### src/rtl/core/ple_pkg.sv
// ----------------------------------------------------------------------------
// ple_pkg
// Request codes, status codes and the command word broadcast along the
// row of list cells.
// ----------------------------------------------------------------------------
package ple_pkg;

    localparam int POS_W  = 7;
    localparam int REQ_W  = 4;
    localparam int STAT_W = 3;
    localparam int VAL_W  = 32;

    localparam logic [REQ_W-1:0] REQ_PREPEND  = 4'd0;
    localparam logic [REQ_W-1:0] REQ_APPEND   = 4'd1;
    localparam logic [REQ_W-1:0] REQ_INSERT   = 4'd2;
    localparam logic [REQ_W-1:0] REQ_DEL_HEAD = 4'd3;
    localparam logic [REQ_W-1:0] REQ_DEL_TAIL = 4'd4;
    localparam logic [REQ_W-1:0] REQ_DEL_AT   = 4'd5;
    localparam logic [REQ_W-1:0] REQ_REVERSE  = 4'd6;
    localparam logic [REQ_W-1:0] REQ_SEARCH   = 4'd7;
    localparam logic [REQ_W-1:0] REQ_READ_ALL = 4'd8;

    localparam logic [STAT_W-1:0] ST_OK       = 3'd0;
    localparam logic [STAT_W-1:0] ST_BADPOS   = 3'd1;
    localparam logic [STAT_W-1:0] ST_EMPTY    = 3'd2;
    localparam logic [STAT_W-1:0] ST_FULL     = 3'd3;
    localparam logic [STAT_W-1:0] ST_NOTFOUND = 3'd4;

    localparam logic [1:0] CMD_HOLD = 2'd0;
    localparam logic [1:0] CMD_INS  = 2'd1;
    localparam logic [1:0] CMD_DEL  = 2'd2;
    localparam logic [1:0] CMD_ROT  = 2'd3;

    typedef struct packed {
        logic [1:0]       op;
        logic [POS_W-1:0] idx;
        logic [POS_W-1:0] len;
    } cell_cmd_t;

endpackage

### src/rtl/core/ple_cell.sv
// ----------------------------------------------------------------------------
// ple_cell
// One list entry. Holds, loads the new word, or takes the word of its
// left neighbour, right neighbour or the head cell, as the command says.
// ----------------------------------------------------------------------------
module ple_cell import ple_pkg::*; #(
    parameter int IDX        = 0,
    parameter int DATA_WIDTH = 32
) (
    input  logic                  aclk,
    input  cell_cmd_t             cmd,
    input  logic [DATA_WIDTH-1:0] din,
    input  logic [DATA_WIDTH-1:0] head_data,
    input  logic [DATA_WIDTH-1:0] left_data,
    input  logic [DATA_WIDTH-1:0] right_data,
    output logic [DATA_WIDTH-1:0] data
);

    localparam logic [POS_W-1:0] IDX_C  = POS_W'(IDX);
    localparam logic [POS_W-1:0] IDX_C1 = POS_W'(IDX + 1);

    logic [DATA_WIDTH-1:0] data_reg;
    logic [DATA_WIDTH-1:0] data_next;

    always_comb begin
        data_next = data_reg;
        case (cmd.op)
            CMD_INS: begin
                if (IDX_C > cmd.idx) begin
                    data_next = left_data;
                end else if (IDX_C == cmd.idx) begin
                    data_next = din;
                end
            end
            CMD_DEL: begin
                if (IDX_C >= cmd.idx) begin
                    data_next = right_data;
                end
            end
            CMD_ROT: begin
                if (IDX_C1 < cmd.len) begin
                    data_next = right_data;
                end else if (IDX_C1 == cmd.len) begin
                    data_next = head_data;
                end
            end
            default: begin
                data_next = data_reg;
            end
        endcase
    end

    always_ff @(posedge aclk) begin
        data_reg <= data_next;
    end

    assign data = data_reg;

endmodule

### config.mk
export PLATFORM = sky130hd
export DESIGN_NAME = ple_cell
export DESIGN_NICKNAME = d
export VERILOG_FILES = /design/src/rtl/core/ple_pkg.sv /design/src/rtl/core/ple_cell.sv
export SDC_FILE = /design/constraint.sdc
export NUM_CORES = 1
export LEC_CHECK = 0
export ABC_CLOCK_PERIOD_IN_PS = 2950
export BUFFER_PORTS_ARGS = -buffer_cell sky130_fd_sc_hd__buf_2
export CAP_MARGIN = 10
export CORE_MARGIN = 1.5
export CORE_UTILIZATION = 38
export CTS_BUF_LIST = sky130_fd_sc_hd__clkbuf_16
export DETAILED_ROUTE_END_ITERATION = 16
export PLACE_DENSITY = 0.9
export SLEW_MARGIN = 30
export SYNTH_ARGS = -nofsm -noshare
export SYNTH_HDL_FRONTEND = slang
export SYNTH_SLANG_ARGS = --single-unit
### constraint.sdc
create_clock -name aclk -period 2.95 [get_ports aclk]
set_input_delay 0 -clock aclk [delete_from_list [all_inputs] [get_ports aclk]]
set_output_delay 0 -clock aclk [all_outputs]
set_load 0.005 [all_outputs]
Word-level counts from Yosys, hierarchy flattened
Cells that the tools add are included.
- bits in registers: 32
- latch bits: 0
- bits in writable memories: 0
- bits in read-only memories: 0
- input bits: 145
- output and inout port bits: 32
- logic and storage cells: 20
- memories: 0
- $add $sub $neg: 0
- multipliers: 0
- div/mod/pow operators: 0
- order comparisons: 3
- equal/unequal tests: 7
- shift-type cells: 0
- multiplexer cells: 6
- bitwise gates (word level): 0
- reductions and logical operators: 3
- operators with widths (operator ; count):
    32-bit two-way mux ; 5
    32-bit one-hot mux with 3 select lines ; 1
    1-bit by 7-bit == test with 1-bit output, first input constant ; 1
    1-bit by 7-bit greater-or-equal comparator with 1-bit output, first input constant ; 1
    1-bit by 7-bit greater-than comparator with 1-bit output, first input constant ; 1
    7-bit logical NOT ; 1
    1-bit by 7-bit < comparator with 1-bit output, first input constant ; 1
    3-bit != test, second input constant ; 2
    2-bit == test, second input constant ; 2
    4-bit AND reduction ; 1
    3-bit nonzero test ; 1
    2-bit by 1-bit == test with 1-bit output, second input constant ; 1
    2-bit != test, second input constant ; 1

Logic depth before layout (Yosys ltp)
Gate-level depths: netlist (run 1).
- depth after elaboration: 4
- depth in mapped cells: 6
- gate-level depth less buffers: 3

Least setup slack after synthesis (run 1)
OpenSTA, ideal clock, no wires.
- path kind: in2reg
- from: input port cmd[6] in the netlist's numbering
- to: register data_reg[0] (netlist: data[0]), enable pin
- setup time: 0.425 ns
- arrival: 1.972 ns
- required time: 2.525 ns
- path slack: 0.552 ns
- stages on the path: 5
- buffers on the path: 2
- cell sequence: or4_4 > buf_6 > clkbuf_1 > nor4_1 > o21ai_1
- longest elaborated chain between the ends: 3
- elaborated cells on any way between the ends: 4
- classes of those cells: order compare (1); eq/ne (2); reduce/logical (1)
- ends and longest elaborated chain (element ; line ; source):
    start: declaration ; ple_cell.sv:11 ; input cell_cmd_t cmd,
    1-bit by 7-bit < comparator with 1-bit output or 1-bit by 7-bit == test with 1-bit output (tied branches) ; ple_cell.sv:41, ple_cell.sv:43 ;
    3-bit != test (no line) (*) ; n/a ;
    4-bit AND reduction (no line) (*) ; n/a ;
    end signal: assignment ; ple_cell.sv:54 ; data_reg <= data_next;
    end: declaration ; ple_cell.sv:22 ; logic [DATA_WIDTH-1:0] data_reg;
Mark *: on every way between the ends. The rest lies on a longest branch, timed or not.
A chain may end at the register's enable or synchronous reset.

Worst setup path after layout (run 1)
- from: input port cmd[6] in the netlist's numbering
- to: register data_reg[31] (netlist: data[31]), enable pin
The elaborated chain is that of the path after synthesis.

==> impl_metrics.env, run 1 <==
export IMPL_status="completed"
export IMPL_stdcell_count=422
export IMPL_max_cap_violations=0
export IMPL_max_freq_mhz=537
export IMPL_antenna_found_initial=0
export IMPL_fp_dieH_um=75.2
export IMPL_synth_cell_area_mm2=0.00198
export IMPL_yosys_top_cells_area="edfxtp_1, o31a_1, o21ai_0"
export IMPL_power_leakage_nw=1.32
export IMPL_viasPerCell=5.04
export IMPL_synth_warning_count=0
export IMPL_critPathLaunchType="input port"
export IMPL_syn_to_final_growth_pct=44.5
export IMPL_dr_total_vias=2128
export IMPL_pin_count=177
export IMPL_fin_crit_ns=1.86
export IMPL_drt_wl_total_mm=5.33
export IMPL_rsz0062_at_grt="no"
export IMPL_final_area_mm2=0.00286
export IMPL_drc=0
export IMPL_nFillCells=451
export IMPL_cts_root_buf="clkbuf_16"
export IMPL_grt_pass1_vias=1815
export IMPL_min_path_cells=3
export IMPL_hp_class="input port to flop"
export IMPL_placed_cells=414
export IMPL_grt_first_pass_wirelength_mm=7.73
export IMPL_wl_met1_mm=2.22
export IMPL_grt_total_usage_pct=17.9
export IMPL_cts_resized=0
export IMPL_die_area_mm2=0.00565
export IMPL_whs_endpoint="data[30]"
export IMPL_overflow=0
export IMPL_floorplan_initialDensity_pct=39.0
export IMPL_p_per_area_mw_per_mm2=434
export IMPL_wl_met2_mm=2.69
export IMPL_syn_inst=220
export IMPL_ys_seq_elements=32
export IMPL_worstMarginPinSlew_ns=0.661
export IMPL_drive_above_1_share_pct=43.8
export IMPL_drtIter0Drc=71
export IMPL_htreeDepth=2
export IMPL_largest_reg_flops=32
export IMPL_synth_edff_count=32
export IMPL_slew_headroom_pct=55.6
export IMPL_gp_congestion=0.765
export IMPL_synthArstFlopShare_pct=0
export IMPL_cts_setup_buffers=0
export IMPL_worstSetupEndpointType="flop"
export IMPL_hold_violations=0
export IMPL_top_layer_used="met4"
export IMPL_cts_buffers=5
export IMPL_holdWs_ns=0.0479
export IMPL_wire_per_inst_um=12.6
export IMPL_setup_viol=0
export IMPL_cp_required_ns=2.97
export IMPL_vdd_drop_max_v=0.000219
export IMPL_clock_sinks=32
export IMPL_fin_nets=497
export IMPL_postRouteAntennaNets=0
export IMPL_synth_top_cell_by_area="edfxtp_1"
export IMPL_cts_clk_slew_worst_paths_ns=0.05
export IMPL_cts_path_max_buffers=2
export IMPL_grt_max_degree=61
export IMPL_core_area_mm2=0.00507
export IMPL_post_route_period_util_pct=63.1
export IMPL_dp_hpwl_mm=3.83
export IMPL_tns_ns=0
export IMPL_syn_avg_cell_area_um2=8.99
export IMPL_cts_tree="done"
export IMPL_arrival_ns=1.88
export IMPL_fp_dieW_um=75.2
export IMPL_worstHoldStart="din[30]"
export IMPL_yosys_area_top_type_share_pct=48.6
export IMPL_path_class="input port to flop"
export IMPL_diodes=0
export IMPL_synth_distinct_cells=19
export IMPL_port_buffers=144
export IMPL_ys_flop_type="edfxtp_1"
export IMPL_cp_max_fo=60
export IMPL_synthTopCellsByCount="edfxtp_1, nor2_1, o21ai_0"
export IMPL_dpl_cell_area_mm2=0.00270
export IMPL_wl_met3_um=388
export IMPL_final_core_util_pct=56.3
export IMPL_drt_pass1_iterations=4
export IMPL_yosysSeqAreaShare_pct=48.6
export IMPL_fp_row_count=26
export IMPL_drv_slew=0
export IMPL_cts_hold_buf=0
export IMPL_synthesis_nets=365
critical path, stage by stage:
cell,delay (ns)
buf_2,0.10
or4_4,0.80
nor4_1,0.48
o21ai_4,0.25
buf_16,0.23
worst max-delay path by stage:
stage | end | startpoint | cells after the start | slack (ns)
floorplan | data[0] | cmd[6] | 5 | 0.55
global placement | data[21] | cmd[6] | 4 | 0.87
detailed placement | data[13] | cmd[6] | 4 | 0.78
CTS | data[31] | cmd[6] | 4 | 1.06
global route | data[26] | cmd[6] | 5 | 1.01
finish | data[31] | cmd[6] | 5 | 1.09
cell usage in the layout (no fill, tap or decap), types with 2 or more instances in the layout:
cell	netlist	final
buf_2	1	144
nor2_1	32	32
edfxtp_1	32	32
o21ai_0	29	29
inv_1	27	27
o31a_1	27	27
a21oi_1	27	27
nand4b_1	5	5
a31oi_1	5	5
clkbuf_16	0	5
o21ai_1	4	3
nor4_1	3	3
nor2b_1	3	3
clkinv_1	0	2
stage by stage:
step	worst slack, ns	power (mW)
6_report	1.09	1.24
3_3_place_gp	0.868	0.775
5_1_grt	1.01	1.31
3_5_place_dp	0.784	0.784
4_1_cts	1.06	1.25
2_1_floorplan	0.552	0.662
layout make-up:
type | instances | area [µm²] | area share, %
Clock buffer | 5 | 125 | 4.38
Clock inverter | 2 | 7.51 | 0.263
Inverter | 27 | 101 | 3.55
Multi-Input combinational cell | 140 | 820 | 28.7
Sequential cell | 32 | 961 | 33.6
Tap cell | 70 | 87.6 | 3.06
Timing Repair Buffer | 146 | 756 | 26.4
layer usage:
layer  GRT usage [%]  up-vias
met5               0        -
met4            6.15        0
met3            4.55        4
met2            32.9       90
met1            20.0      973
li1                -     1061
cells by family after synthesis:
family | Yosys count | synth area share (%)
AOI/OAI and AO/OA | 93 | 29.1
and+or+nand+nor | 47 | 11.6
DFF | 32 | 48.6
buffers and inverters | 48 | 10.7
power by group:
group          leakage [nW]  internal [mW]  switching, mW
clock network        0.0648          0.300          0.159
registers             0.306          0.544        0.00766
logic                 0.949          0.117          0.110
total                  1.32          0.962          0.277
No activity file was read; power rests on OpenSTA's default activity.
==> inputs of run 2 (changes only) <==
- ABC_CLOCK_PERIOD_IN_PS: 2950 -> 1700
- CORE_UTILIZATION: 38 -> 34
- PLACE_DENSITY: 0.9 -> 0.86
- clock period: 2.95 -> 1.7 ns (I/O delays scaled with it)
==> run 2 against run 1 <==
Compared with the run above: hold slack better by 0.0026 ns; cell area up 1.6%; cell count up 1.4%; global-route usage down 1.3 points; first-iteration DRC count down 14%; sequential share of layout area down 0.52 points; highest routed layer unchanged.
==> impl_metrics.env, run 2 (synthesis results as in run 1) <==
export IMPL_setup_ws_ns=0.324
export IMPL_core_area_mm2=0.00557
export IMPL_place_ws_ns=0.0552
export IMPL_status="completed"
export IMPL_arrival_ns=1.49
export IMPL_tns_ns=0
export IMPL_register_area_um2=961
export IMPL_htreeDepth=2
export IMPL_cts_tree="done"
export IMPL_drc=0
export IMPL_viasPerCell=4.90
export IMPL_worstSetupEndpointType="flop"
export IMPL_fp_row_count=27
export IMPL_slew_headroom_pct=51.2
export IMPL_dr_total_vias=2096
export IMPL_hold_violations=0
export IMPL_holdWs_ns=0.0505
export IMPL_cts_resized=0
export IMPL_grt_total_usage_pct=16.6
export IMPL_drv_slew=0
export IMPL_crit_path_start="cmd[6]"
export IMPL_nFillCells=525
export IMPL_cts_hold_buf=0
export IMPL_dp_hpwl_mm=3.78
export IMPL_final_area_mm2=0.00290
export IMPL_grt_first_pass_wirelength_mm=8.34
export IMPL_crit_path_end="data[31]"
export IMPL_max_cap_violations=0
export IMPL_cts_buffers=5
export IMPL_multi_input_area_um2=823
export IMPL_worstMarginPinSlew_ns=0.725
export IMPL_stdcell_count=428
export IMPL_gp_congestion=0.751
export IMPL_setup_viol=0
export IMPL_max_freq_mhz=727
export IMPL_fp_dieW_um=79.3
export IMPL_total_power_mw=2.15
export IMPL_final_cell_mix="buf_2, nor2_1, edfxtp_1"
export IMPL_pin_count=177
export IMPL_post_route_period_util_pct=80.9
export IMPL_die_area_mm2=0.00628
export IMPL_clock_sinks=32
export IMPL_drt_pass1_iterations=4
export IMPL_hp_class="input port to flop"
export IMPL_fin_nets=500
export IMPL_power_leakage_nw=1.35
export IMPL_floorplan_initialDensity_pct=35.5
export IMPL_path_class="input port to flop"
export IMPL_antenna_found_initial=0
export IMPL_syn_to_final_growth_pct=46.7
export IMPL_fin_crit_ns=1.38
export IMPL_placed_cells=419
export IMPL_wire_per_inst_um=12.0
export IMPL_overflow=0
export IMPL_final_core_util_pct=52.1
export IMPL_drive_above_1_share_pct=44.4
export IMPL_cts_clk_slew_worst_paths_ns=0.05
export IMPL_final_common_cell="buf_2"
export IMPL_port_buffers=144
export IMPL_cts_setup_buffers=0
export IMPL_vdd_drop_max_v=0.000319
export IMPL_grt_max_degree=60
export IMPL_critPathLaunchType="input port"
export IMPL_drtIter0Drc=61
export IMPL_fp_dieH_um=79.3
export IMPL_postRouteAntennaNets=0
export IMPL_p_per_area_mw_per_mm2=740
export IMPL_cp_required_ns=1.81
export IMPL_cts_root_buf="clkbuf_16"
export IMPL_drt_wl_total_mm=5.14
export IMPL_cts_path_max_buffers=2
export IMPL_largest_reg_flops=32
export IMPL_rsz0062_at_grt="no"
export IMPL_grt_pass1_vias=2009
export IMPL_diodes=0
export IMPL_dpl_cell_area_mm2=0.00274
export IMPL_cp_max_fo=59
==> run 2: cell types whose count changed in the layout (fill, tap and decap cells not counted), sizes merged <==
cell,before,now
inv,27,29
buf,146,149
clkinv,2,1
==> run 2: worst min path at each step <==
| stage | startpoint | to | slack (ns) | depth (start not counted) |
|---|---|---|---|---|
| 2_1_floorplan | din[28] | data[28] | 0.22 | 2 |
| 3_3_place_gp | din[14] | data[14] | 0.32 | 3 |
| 3_5_place_dp | din[28] | data[28] | 0.32 | 3 |
| 4_1_cts | din[28] | data[28] | 0.04 | 3 |
| 5_1_grt | din[22] | data[22] | 0.06 | 3 |
| 6_report | din[14] | data[14] | 0.05 | 3 |
==> run 2: cell type report <==
| type | count | area share, % |
|---|---|---|
| clock buffers | 5 | 4.31 |
| clock inverters | 3 | 0.388 |
| inverters | 27 | 3.49 |
| multi-input cells | 140 | 28.4 |
| flip-flops and latches | 32 | 33.1 |
| well taps | 72 | 3.10 |
| repair buffers | 149 | 27.2 |
==> run 2: layer usage <==
layer,share of wire (%),global-route usage (%),up-vias
met4,0.29,4.91,0
li1,-,-,1067
met3,8.1,4.71,2
met1,41,17.7,935
met5,0,0,-
met2,51,31.5,92
==> run 2: where the power goes <==
part | internal, mW | switching, mW
combinational | 0.208 | 0.188
sequential | 0.945 | 0.0138
clock | 0.523 | 0.271
total | 1.68 | 0.472
==> run 2: critical path, stage by stage <==
cell     delay (ns)
buf_2          0.11
or4_4          0.53
buf_4          0.31
o31a_1         0.35
a21oi_1        0.16
