===== config.mk =====
export PLATFORM = sky130hd
export DESIGN_NAME = ple_ctrl
export DESIGN_NICKNAME = d
export VERILOG_FILES = /design/src/rtl/core/ple_pkg.sv /design/src/rtl/core/ple_ctrl.sv
export SDC_FILE = /design/constraint.sdc
export NUM_CORES = 1
export LEC_CHECK = 0
export BUFFER_PORTS_ARGS = -buffer_cell sky130_fd_sc_hd__buf_4
export CAP_MARGIN = 10
export CORE_UTILIZATION = 45
export CTS_CLUSTER_DIAMETER = 100
export DETAILED_ROUTE_END_ITERATION = 7
export HOLD_SLACK_MARGIN = 0.02
export PLACE_DENSITY = 0.79
export SLEW_MARGIN = 10
export SYNTH_ARGS = -nofsm -noshare
export SYNTH_HDL_FRONTEND = slang
export SYNTH_SLANG_ARGS = --single-unit

===== constraint.sdc =====
create_clock -name aclk -period 5.1 [get_ports aclk]
set_input_delay 0 -clock aclk [delete_from_list [all_inputs] [get_ports aclk]]
set_output_delay 0 -clock aclk [all_outputs]
set_load 0.01 [all_outputs]

===== src/rtl/core/ple_pkg.sv =====
// ----------------------------------------------------------------------------
// ple_pkg
// Request codes, status codes and the command word broadcast along the
// row of list cells.
// ----------------------------------------------------------------------------
package ple_pkg;

    localparam int POS_W  = 7;
    localparam int REQ_W  = 4;
    localparam int STAT_W = 3;
    localparam int VAL_W  = 32;

    localparam logic [REQ_W-1:0] REQ_PREPEND  = 4'd0;
    localparam logic [REQ_W-1:0] REQ_APPEND   = 4'd1;
    localparam logic [REQ_W-1:0] REQ_INSERT   = 4'd2;
    localparam logic [REQ_W-1:0] REQ_DEL_HEAD = 4'd3;
    localparam logic [REQ_W-1:0] REQ_DEL_TAIL = 4'd4;
    localparam logic [REQ_W-1:0] REQ_DEL_AT   = 4'd5;
    localparam logic [REQ_W-1:0] REQ_REVERSE  = 4'd6;
    localparam logic [REQ_W-1:0] REQ_SEARCH   = 4'd7;
    localparam logic [REQ_W-1:0] REQ_READ_ALL = 4'd8;

    localparam logic [STAT_W-1:0] ST_OK       = 3'd0;
    localparam logic [STAT_W-1:0] ST_BADPOS   = 3'd1;
    localparam logic [STAT_W-1:0] ST_EMPTY    = 3'd2;
    localparam logic [STAT_W-1:0] ST_FULL     = 3'd3;
    localparam logic [STAT_W-1:0] ST_NOTFOUND = 3'd4;

    localparam logic [1:0] CMD_HOLD = 2'd0;
    localparam logic [1:0] CMD_INS  = 2'd1;
    localparam logic [1:0] CMD_DEL  = 2'd2;
    localparam logic [1:0] CMD_ROT  = 2'd3;

    typedef struct packed {
        logic [1:0]       op;
        logic [POS_W-1:0] idx;
        logic [POS_W-1:0] len;
    } cell_cmd_t;

endpackage


===== src/rtl/core/ple_ctrl.sv =====
// ----------------------------------------------------------------------------
// ple_ctrl
// Request sequencer: decodes a request, drives the cell row, keeps the
// entry count, collects the result and holds the output register.
// ----------------------------------------------------------------------------
module ple_ctrl import ple_pkg::*; #(
    parameter int CAPACITY   = 64,
    parameter int DATA_WIDTH = 32
) (
    input  logic                     aclk,
    input  logic                     aresetn,
    input  logic                     s_valid,
    output logic                     s_ready,
    input  logic [REQ_W-1:0]         s_req_type,
    input  logic [POS_W-1:0]         s_position,
    input  logic signed [VAL_W-1:0]  s_value,
    output logic                     m_valid,
    input  logic                     m_ready,
    output logic [STAT_W-1:0]        m_status,
    output logic signed [VAL_W-1:0]  m_value_res,
    output logic [POS_W-1:0]         m_position_res,
    output logic [POS_W-1:0]         m_count,
    output logic                     m_last,
    input  logic [DATA_WIDTH-1:0]    head_data,
    output logic [DATA_WIDTH-1:0]    din,
    output cell_cmd_t                cmd
);

    localparam int CW = $clog2(CAPACITY + 1);
    localparam int IW = $clog2(CAPACITY);

    localparam logic [2:0] S_IDLE   = 3'd0;
    localparam logic [2:0] S_EXEC   = 3'd1;
    localparam logic [2:0] S_ROT    = 3'd2;
    localparam logic [2:0] S_DSHIFT = 3'd3;
    localparam logic [2:0] S_FIN    = 3'd4;
    localparam logic [2:0] S_READ   = 3'd5;

    logic [2:0]            state_reg, state_next;
    logic [REQ_W-1:0]      req_reg, req_next;
    logic [POS_W-1:0]      pos_reg, pos_next;
    logic [DATA_WIDTH-1:0] val_reg, val_next;
    logic [CW-1:0]         count_reg, count_next;
    logic [CW-1:0]         k_reg, k_next;
    logic [CW-1:0]         len_reg, len_next;
    logic [IW-1:0]         tgt_reg, tgt_next;
    logic                  found_reg, found_next;
    logic [STAT_W-1:0]     res_status_reg, res_status_next;
    logic [VAL_W-1:0]      res_val_reg, res_val_next;
    logic [POS_W-1:0]      res_pos_reg, res_pos_next;

    logic                  m_valid_reg;
    logic [STAT_W-1:0]     m_status_reg;
    logic [VAL_W-1:0]      m_value_reg;
    logic [POS_W-1:0]      m_pos_reg;
    logic [POS_W-1:0]      m_count_reg;
    logic                  m_last_reg;

    logic                  out_free;
    logic                  load_out;
    logic [STAT_W-1:0]     out_status;
    logic [VAL_W-1:0]      out_val;
    logic [POS_W-1:0]      out_pos;
    logic                  out_last;
    logic                  full;
    logic                  empty;
    logic                  bad_pos;
    logic                  rot_end;
    logic                  hit_now;

    assign out_free = !m_valid_reg || m_ready;
    assign full     = (count_reg == CW'(CAPACITY));
    assign empty    = (count_reg == '0);
    assign bad_pos  = (pos_reg == '0) || (pos_reg > POS_W'(count_reg));
    assign rot_end  = (k_reg == count_reg - CW'(1));
    assign hit_now  = !found_reg && (head_data == val_reg);

    assign s_ready = (state_reg == S_IDLE);
    assign din     = val_reg;

    always_comb begin
        state_next      = state_reg;
        req_next        = req_reg;
        pos_next        = pos_reg;
        val_next        = val_reg;
        count_next      = count_reg;
        k_next          = k_reg;
        len_next        = len_reg;
        tgt_next        = tgt_reg;
        found_next      = found_reg;
        res_status_next = res_status_reg;
        res_val_next    = res_val_reg;
        res_pos_next    = res_pos_reg;
        cmd.op          = CMD_HOLD;
        cmd.idx         = '0;
        cmd.len         = POS_W'(count_reg);
        load_out        = 1'b0;
        out_status      = res_status_reg;
        out_val         = res_val_reg;
        out_pos         = res_pos_reg;
        out_last        = 1'b1;

        case (state_reg)
            S_IDLE: begin
                if (s_valid) begin
                    req_next   = s_req_type;
                    pos_next   = s_position;
                    val_next   = DATA_WIDTH'(64'(s_value));
                    state_next = S_EXEC;
                end
            end
            S_EXEC: begin
                res_status_next = ST_OK;
                res_val_next    = '0;
                res_pos_next    = '0;
                k_next          = '0;
                len_next        = count_reg;
                found_next      = 1'b0;
                state_next      = S_FIN;
                case (req_reg)
                    REQ_PREPEND, REQ_APPEND, REQ_INSERT: begin
                        if (req_reg == REQ_INSERT && bad_pos) begin
                            res_status_next = ST_BADPOS;
                        end else if (full) begin
                            res_status_next = ST_FULL;
                        end else begin
                            cmd.op     = CMD_INS;
                            count_next = count_reg + CW'(1);
                            if (req_reg == REQ_PREPEND) begin
                                cmd.idx = '0;
                            end else if (req_reg == REQ_APPEND) begin
                                cmd.idx = POS_W'(count_reg);
                            end else begin
                                cmd.idx = pos_reg - POS_W'(1);
                            end
                        end
                    end
                    REQ_DEL_HEAD, REQ_DEL_TAIL, REQ_DEL_AT: begin
                        if (empty) begin
                            res_status_next = ST_EMPTY;
                        end else if (req_reg == REQ_DEL_AT && bad_pos) begin
                            res_status_next = ST_BADPOS;
                        end else begin
                            state_next = S_ROT;
                            if (req_reg == REQ_DEL_HEAD) begin
                                tgt_next = '0;
                            end else if (req_reg == REQ_DEL_TAIL) begin
                                tgt_next = IW'(count_reg - CW'(1));
                            end else begin
                                tgt_next = IW'(pos_reg - POS_W'(1));
                            end
                        end
                    end
                    REQ_REVERSE: begin
                        if (empty) begin
                            res_status_next = ST_EMPTY;
                        end else if (count_reg != CW'(1)) begin
                            state_next = S_ROT;
                        end
                    end
                    REQ_SEARCH: begin
                        if (empty) begin
                            res_status_next = ST_EMPTY;
                        end else begin
                            res_status_next = ST_NOTFOUND;
                            state_next      = S_ROT;
                        end
                    end
                    REQ_READ_ALL: begin
                        if (empty) begin
                            res_status_next = ST_EMPTY;
                        end else begin
                            state_next = S_READ;
                        end
                    end
                    default: begin
                        res_status_next = ST_OK;
                    end
                endcase
            end
            S_ROT: begin
                cmd.op  = CMD_ROT;
                cmd.len = POS_W'(len_reg);
                k_next  = k_reg + CW'(1);
                if (req_reg == REQ_REVERSE) begin
                    len_next = len_reg - CW'(1);
                    if (len_reg == CW'(2)) begin
                        state_next = S_FIN;
                    end
                end else if (req_reg == REQ_SEARCH) begin
                    if (hit_now) begin
                        found_next      = 1'b1;
                        res_status_next = ST_OK;
                        res_val_next    = VAL_W'(head_data);
                        res_pos_next    = POS_W'(k_reg) + POS_W'(1);
                    end
                    if (rot_end) begin
                        state_next = S_FIN;
                    end
                end else begin
                    if (k_reg == CW'(tgt_reg)) begin
                        res_val_next = VAL_W'(head_data);
                    end
                    if (rot_end) begin
                        state_next = S_DSHIFT;
                    end
                end
            end
            S_DSHIFT: begin
                cmd.op     = CMD_DEL;
                cmd.idx    = POS_W'(tgt_reg);
                count_next = count_reg - CW'(1);
                state_next = S_FIN;
            end
            S_FIN: begin
                if (out_free) begin
                    load_out   = 1'b1;
                    state_next = S_IDLE;
                end
            end
            S_READ: begin
                out_status = ST_OK;
                out_val    = VAL_W'(head_data);
                out_pos    = POS_W'(k_reg) + POS_W'(1);
                out_last   = rot_end;
                if (out_free) begin
                    load_out = 1'b1;
                    cmd.op   = CMD_ROT;
                    k_next   = k_reg + CW'(1);
                    if (rot_end) begin
                        state_next = S_IDLE;
                    end
                end
            end
            default: begin
                state_next = S_IDLE;
            end
        endcase
    end

    always_ff @(posedge aclk) begin
        if (!aresetn) begin
            state_reg   <= S_IDLE;
            count_reg   <= '0;
            m_valid_reg <= 1'b0;
        end else begin
            state_reg <= state_next;
            count_reg <= count_next;
            if (load_out) begin
                m_valid_reg <= 1'b1;
            end else if (m_ready) begin
                m_valid_reg <= 1'b0;
            end
        end
    end

    always_ff @(posedge aclk) begin
        req_reg        <= req_next;
        pos_reg        <= pos_next;
        val_reg        <= val_next;
        k_reg          <= k_next;
        len_reg        <= len_next;
        tgt_reg        <= tgt_next;
        found_reg      <= found_next;
        res_status_reg <= res_status_next;
        res_val_reg    <= res_val_next;
        res_pos_reg    <= res_pos_next;
        if (load_out) begin
            m_status_reg <= out_status;
            m_value_reg  <= out_val;
            m_pos_reg    <= out_pos;
            m_count_reg  <= POS_W'(count_reg);
            m_last_reg   <= out_last;
        end
    end

    assign m_valid        = m_valid_reg;
    assign m_status       = m_status_reg;
    assign m_value_res    = m_value_reg;
    assign m_position_res = m_pos_reg;
    assign m_count        = m_count_reg;
    assign m_last         = m_last_reg;

    a_count_range: assert property (@(posedge aclk) disable iff (!aresetn)
        count_reg <= CW'(CAPACITY))
        else $error("entry count beyond capacity");

    a_rot_step: assert property (@(posedge aclk) disable iff (!aresetn)
        (state_reg == S_ROT || state_reg == S_READ) |-> (k_reg < count_reg))
        else $error("rotation step beyond list length");

    a_accept_exec: assert property (@(posedge aclk) disable iff (!aresetn)
        (s_valid && s_ready) |=> (state_reg == S_EXEC))
        else $error("accepted request not executed");

    a_idle_hold: assert property (@(posedge aclk) disable iff (!aresetn)
        (state_reg == S_IDLE || state_reg == S_FIN) |-> (cmd.op == CMD_HOLD))
        else $error("cell row moved outside a request");

    a_load_valid: assert property (@(posedge aclk) disable iff (!aresetn)
        load_out |=> m_valid)
        else $error("result word lost");

endmodule


# Yosys cells after proc, flatten, opt, wreduce, memory -nomap -nowiden
# Index checks and enable logic that the tools add are counted.
# word_totals
ff_bits	167
in_bits	79
output_inout_bits	100
elab_cells	152
# op_classes
add_sub_neg	5
magnitude_cmp	1
n_eq_ne	34
n_mux	65
bitwise_logic	2
n_reduce_logical	27
# ops
operator	n
two-way mux 32 bit	5
two-way mux 7 bit	12
one-hot mux 32 bit (2 select lines)	1
one-hot mux 7 bit (2 select lines)	4
two-way mux 3 bit	18
== test 32 bit	1
two-way mux 8 bit	3
one-hot mux 3 bit (4 select lines)	2
one-hot mux 7 bit (3 select lines)	1
subtractor 7 x 1 -> 7 bit, second input constant	3
inequality test 2 bit, second input constant	10
one-hot mux 3 bit (6 select lines)	1
== test 4 x 3 -> 1 bit, second input constant	4
AND reduction 4 bit	4
adder 7 x 1 -> 7 bit, second input constant	2
zero test 7 bit	2
inequality test 3 bit, second input constant	4
two-way mux 2 bit	5
two-way mux 1 bit	9
== test 4 x 2 -> 1 bit, second input constant	2
one-hot mux 2 bit (4 select lines)	1
== test 7 x 2 -> 1 bit, second input constant	1
== test 7 x 6 -> 1 bit	1
== test 7 bit	1
24 further kinds	37

# Longest topological paths before layout
# logic_depth
word_depth	7
ltp_mapped	10

# Worst setup path before layout
# Ideal clock, no wire load.
# synth_path
path_type	reg2reg
from	reg req_reg[2]
to	reg res_val_reg[0], enable pin
setup_ns	0.474
arrival_time_ns	4.074
t_required_ns	4.626
setup_slack_ns	0.552
path_stages_with_launch	8
cell_sequence	edfxtp_1 > buf_2 > and2b_1 > nand3_1 > or4_1 > nor4_1 > a21oi_1 > a221oi_1
# synth_via
elab_chain_len	3
elab_cells_between_ends	6
# synth_rtl
item	line	text
from (decl)	ple_ctrl.sv:40	logic [REQ_W-1:0] req_reg, req_next;
from (signal assigned)	ple_ctrl.sv:258	req_reg <= req_next;
== test 4 x 3 -> 1 bit, on equally long branches	ple_ctrl.sv:190, ple_ctrl.sv:185	
inequality test 3 bit (no source line) or inequality test 2 bit (tied branches)	-	
AND reduction 4 bit (no source line) (*)	-	
to (signal assigned)	ple_ctrl.sv:266	res_val_reg <= res_val_next;
to (decl)	ple_ctrl.sv:49	logic [VAL_W-1:0] res_val_reg, res_val_next;
# Every way passes the cells marked *; elsewhere a longest branch is shown, timed or not.
# A chain may end at the register's enable or synchronous reset.

# Final worst setup path
# layout_path
from	reg req_reg[3]
to	reg res_pos_reg[3], enable pin
# layout_via
elab_chain_len	3
elab_cells_between_ends	5
# layout_rtl
item	line	text
== test 4 x 3 -> 1 bit, on equally long branches	ple_ctrl.sv:190, ple_ctrl.sv:185	
inequality test 2 bit (no source line)	-	
AND reduction 4 bit (no source line) (*)	-	
to (signal assigned)	ple_ctrl.sv:267	res_pos_reg <= res_pos_next;
to (decl)	ple_ctrl.sv:50	logic [POS_W-1:0] res_pos_reg, res_pos_next;
# Marks and branches as above.

==> impl_metrics.py <==
metrics = {
    "run_status": {
        "status": "completed",
    },
    "floorplanning": {
        "rows": 48,
        "fp.dieW_microns": 135.8,
        "initial_core_util": 0.4625,
        "die_area_sq_um": 18440,
        "core_area_sq_um": 17420,
        "die_h_microns": 135.8,
        "pin_count": 179,
    },
    "synth": {
        "avgSynthCellArea_sq_um": 12.53,
        "yosysTopAreaCellShare": 0.5815,
        "synth_cell_types": 64,
        "syn_area_sq_um": 8055,
        "synth-xor-area-share": 0.07751,
        "syn_inst": 643,
        "synth_area_leaders": "edfxtp_1 (58%), mux2_2 (4.6%), xor2_1 (3.4%), xnor2_1 (3.3%), and2_1 (3.0%)",
        "ys_ff_latch": 167,
        "synth-simple-area-share": 0.1386,
        "synth_ff_type": "edfxtp_1",
        "async_flop_share": 0,
        "yosysWarnings": 0,
        "yosysTopAreaCell": "edfxtp_1",
        "synth-compound-area-share": 0.07720,
        "synth-edff-count": 156,
        "synthMuxAreaShare": 0.04986,
        "yosysSeqAreaShare": 0.6089,
        "yosys.area_share.adder": 0.02330,
        "synth.net_count": 737,
        "synth_top_family_by_area": "simple AND/OR/NAND/NOR gates",
    },
    "pwr": {
        "ir_worst_vdd_mv": 0.3865,
        "power_density_nw_per_um2": 464.4,
        "cellLeakagePower_nw": 4.232,
    },
    "routing": {
        "firstDrtPassIters": 6,
        "vias_per_cell": 5.460,
        "dr_total_vias": 6159,
        "drt-initial-drc-count": 525,
        "drc": 0,
        "routed_wl_microns": 21140,
        "wire_per_inst_microns": 18.74,
        "ant_nets": 0,
    },
    "sta": {
        "fin_tns_setup_ns": 0,
        "rsz0062_at_grt": "false",
        "period_minus_slack_ns": 3.354,
        "max_slew_margin": 0.2553,
        "fmax_ghz": 0.2982,
        "setup_violations": 0,
        "period_share": 0.6576,
        "worst_pin_slew_ns": 1.117,
        "finalHoldViolations": 0,
        "clock_skew_ns": 0.01573,
        "slew_viol_final": 0,
    },
    "setup_path": {
        "crit_arrival_ns": 3.40,
        "cpLargestDelayFamily": "simple AND/OR/NAND/NOR gates",
        "cp-startpoint": "req_reg[3]",
        "required_ns": 5.15,
        "timing.rr.start": "req_reg[3]",
        "crit_top_cell": "a21oi_1",
        "end_kind": "register",
        "path_cells": "and2b_1, nand3_1, or4_1, nor4_1, a21oi_1, a21oi_1",
        "critPathBufInv": 0,
        "cp_max_fo": 12,
        "crit_path_start_kind": "register",
        "max_stage_delay_ns": 0.83,
        "worstSetupPathType": "register to register",
        "crit_slowest_cell": "a21oi_1",
    },
    "place": {
        "post-dp-hpwl_microns": 14180,
        "gp_congestion": 0.9590,
        "io_buffer_count": 178,
    },
    "run": {
        "drv_cap": 0,
    },
    "global_routing": {
        "antenna_found_initial": 0,
        "grt_pass1_vias": 6012,
        "grt_max_degree": 47,
        "grt.total_usage": 0.2382,
        "grt_first_pass_wirelength_microns": 32490,
        "grt-ovfl-total": 0,
    },
    "cts": {
        "ctsHoldBuffers": 77,
        "numClockSinks": 167,
        "clk_latency_ns": 0.44,
        "tritoncts": "done",
        "cts_max_level": 4,
        "cts_made_buffers": 17,
        "clock_path_buffers": 2,
        "root_buffer": "clkbuf_16",
        "post_cts_buffers": 0,
        "clk_pin_slew_worst_paths_ns": 0.07,
        "cts_resized": 0,
    },
    "worst_hold_path": {
        "hp-class": "input port to register",
        "hp-start": "s_value[5]",
    },
    "final_layout": {
        "diodes": 0,
        "fin_nets": 984,
        "final_util": 0.6290,
        "syn_to_final_growth_pct": 36.00,
        "fillCellCount": 1341,
        "drive_above_1_share": 0.2924,
    },
}
-- placed cells by master (no fill, tap or decap), types with 5 or more instances in the layout --
master,count
dfxtp_1,11
a21oi_1,27
ha_1,15
nand3b_1,6
xnor2_1,30
clkbuf_16,17
or2_2,5
nor3_1,9
o31ai_1,5
nor2b_1,5
edfxtp_1,156
nor2_1,40
nor4_1,9
inv_1,14
nand3_1,13
and2_1,38
mux2_2,33
nand2_1,51
nand4_1,9
a211oi_1,9
o21ai_0,31
xor2_1,31
buf_4,184
dlygate4sd3_1,77
-- cell families (layout without fill, tap and decap cells) --
kind of cell | after synthesis | in the layout
AOI/OAI and AO/OA | 99 | 99
xor gates and xnor gates | 65 | 65
adders and majority gates | 15 | 15
buffers and inverters | 49 | 309
DFF | 167 | 167
muxes | 36 | 36
and+or+nand+nor | 212 | 212
-- cells in the mapped netlist, types with 2 or more instances --
cell type	n
or2_2	5
o211ai_1	3
nor4_1	10
nor3_1	9
nand3_1	13
a211oi_1	9
o31ai_1	5
o21ai_0	31
buf_1	5
nand2b_1	3
edfxtp_1	156
or4_1	3
a31oi_1	2
buf_2	6
nand4_1	9
dfxtp_1	11
nor2b_1	6
o31a_1	2
mux2_2	33
a2111oi_0	2
or3_1	3
a21oi_1	27
xnor2_1	30
ha_1	15
mux2i_1	3
nand2_1	51
and3b_1	2
and3_1	2
a21o_1	2
and2_1	39
clkbuf_1	21
nor3b_1	2
inv_1	14
clkinv_1	2
xor2_1	31
nand3b_1	6
xnor3_1	4
nor2_1	40
-- report_power, final --
part | switching (mW) | total (mW) | internal [mW]
combinational | 0.839 | 1.54 | 0.697
sequential | 0.247 | 2.29 | 2.04
clock | 0.577 | 1.26 | 0.685
total | 1.66 | 5.09 | 3.43
-- area by class of cell --
| type | instances | area (sq um) | share of cell area |
|---|---|---|---|
| clock buffers | 18 | 429.2 | 0.03917 |
| clock inverters | 14 | 143.9 | 0.01313 |
| inverters | 16 | 60.06 | 0.005482 |
| multi-input cells | 427 | 2984 | 0.2724 |
| flip-flops and latches | 167 | 4905 | 0.4477 |
| well taps | 225 | 281.5 | 0.02570 |
| repair buffers | 261 | 2152 | 0.1964 |
-- path summary, 6_finish.rpt --
kind                                  endpoint  slack (ns)  cells past startpoint
worst max-delay path            res_pos_reg[3]        1.75                      6
worst min register to register         m_valid        0.53                      2
worst max register to register  res_pos_reg[3]        1.75                      6
worst min-delay path                    din[5]        0.27                      2
-- per-layer routing --
layer,vias up,track usage,wire (microns)
li1,2858,-,-
met1,2983,0.2869,8346
met2,252,0.4025,10680
met3,66,0.04826,1147
met4,0,0.1236,964
met5,-,0,0
-- metrics by stage --
stage          total power [mW]  instance area, sq um  hold WS [ns]  setup slack, ns  instances
2_1_floorplan             3.157                  8055       0.09887           0.5516        643
3_3_place_gp              3.744                  9605        0.1784            1.875       1019
3_5_place_dp              3.782                  9605        0.1793            1.774       1019
4_1_cts                   5.076                 10950        0.2636            1.751       1128
5_1_grt                   5.317                 10960        0.2714            1.477       1128
6_report                  5.087                 10960        0.2738            1.746       1128
(Power assumes the default switching activity.)
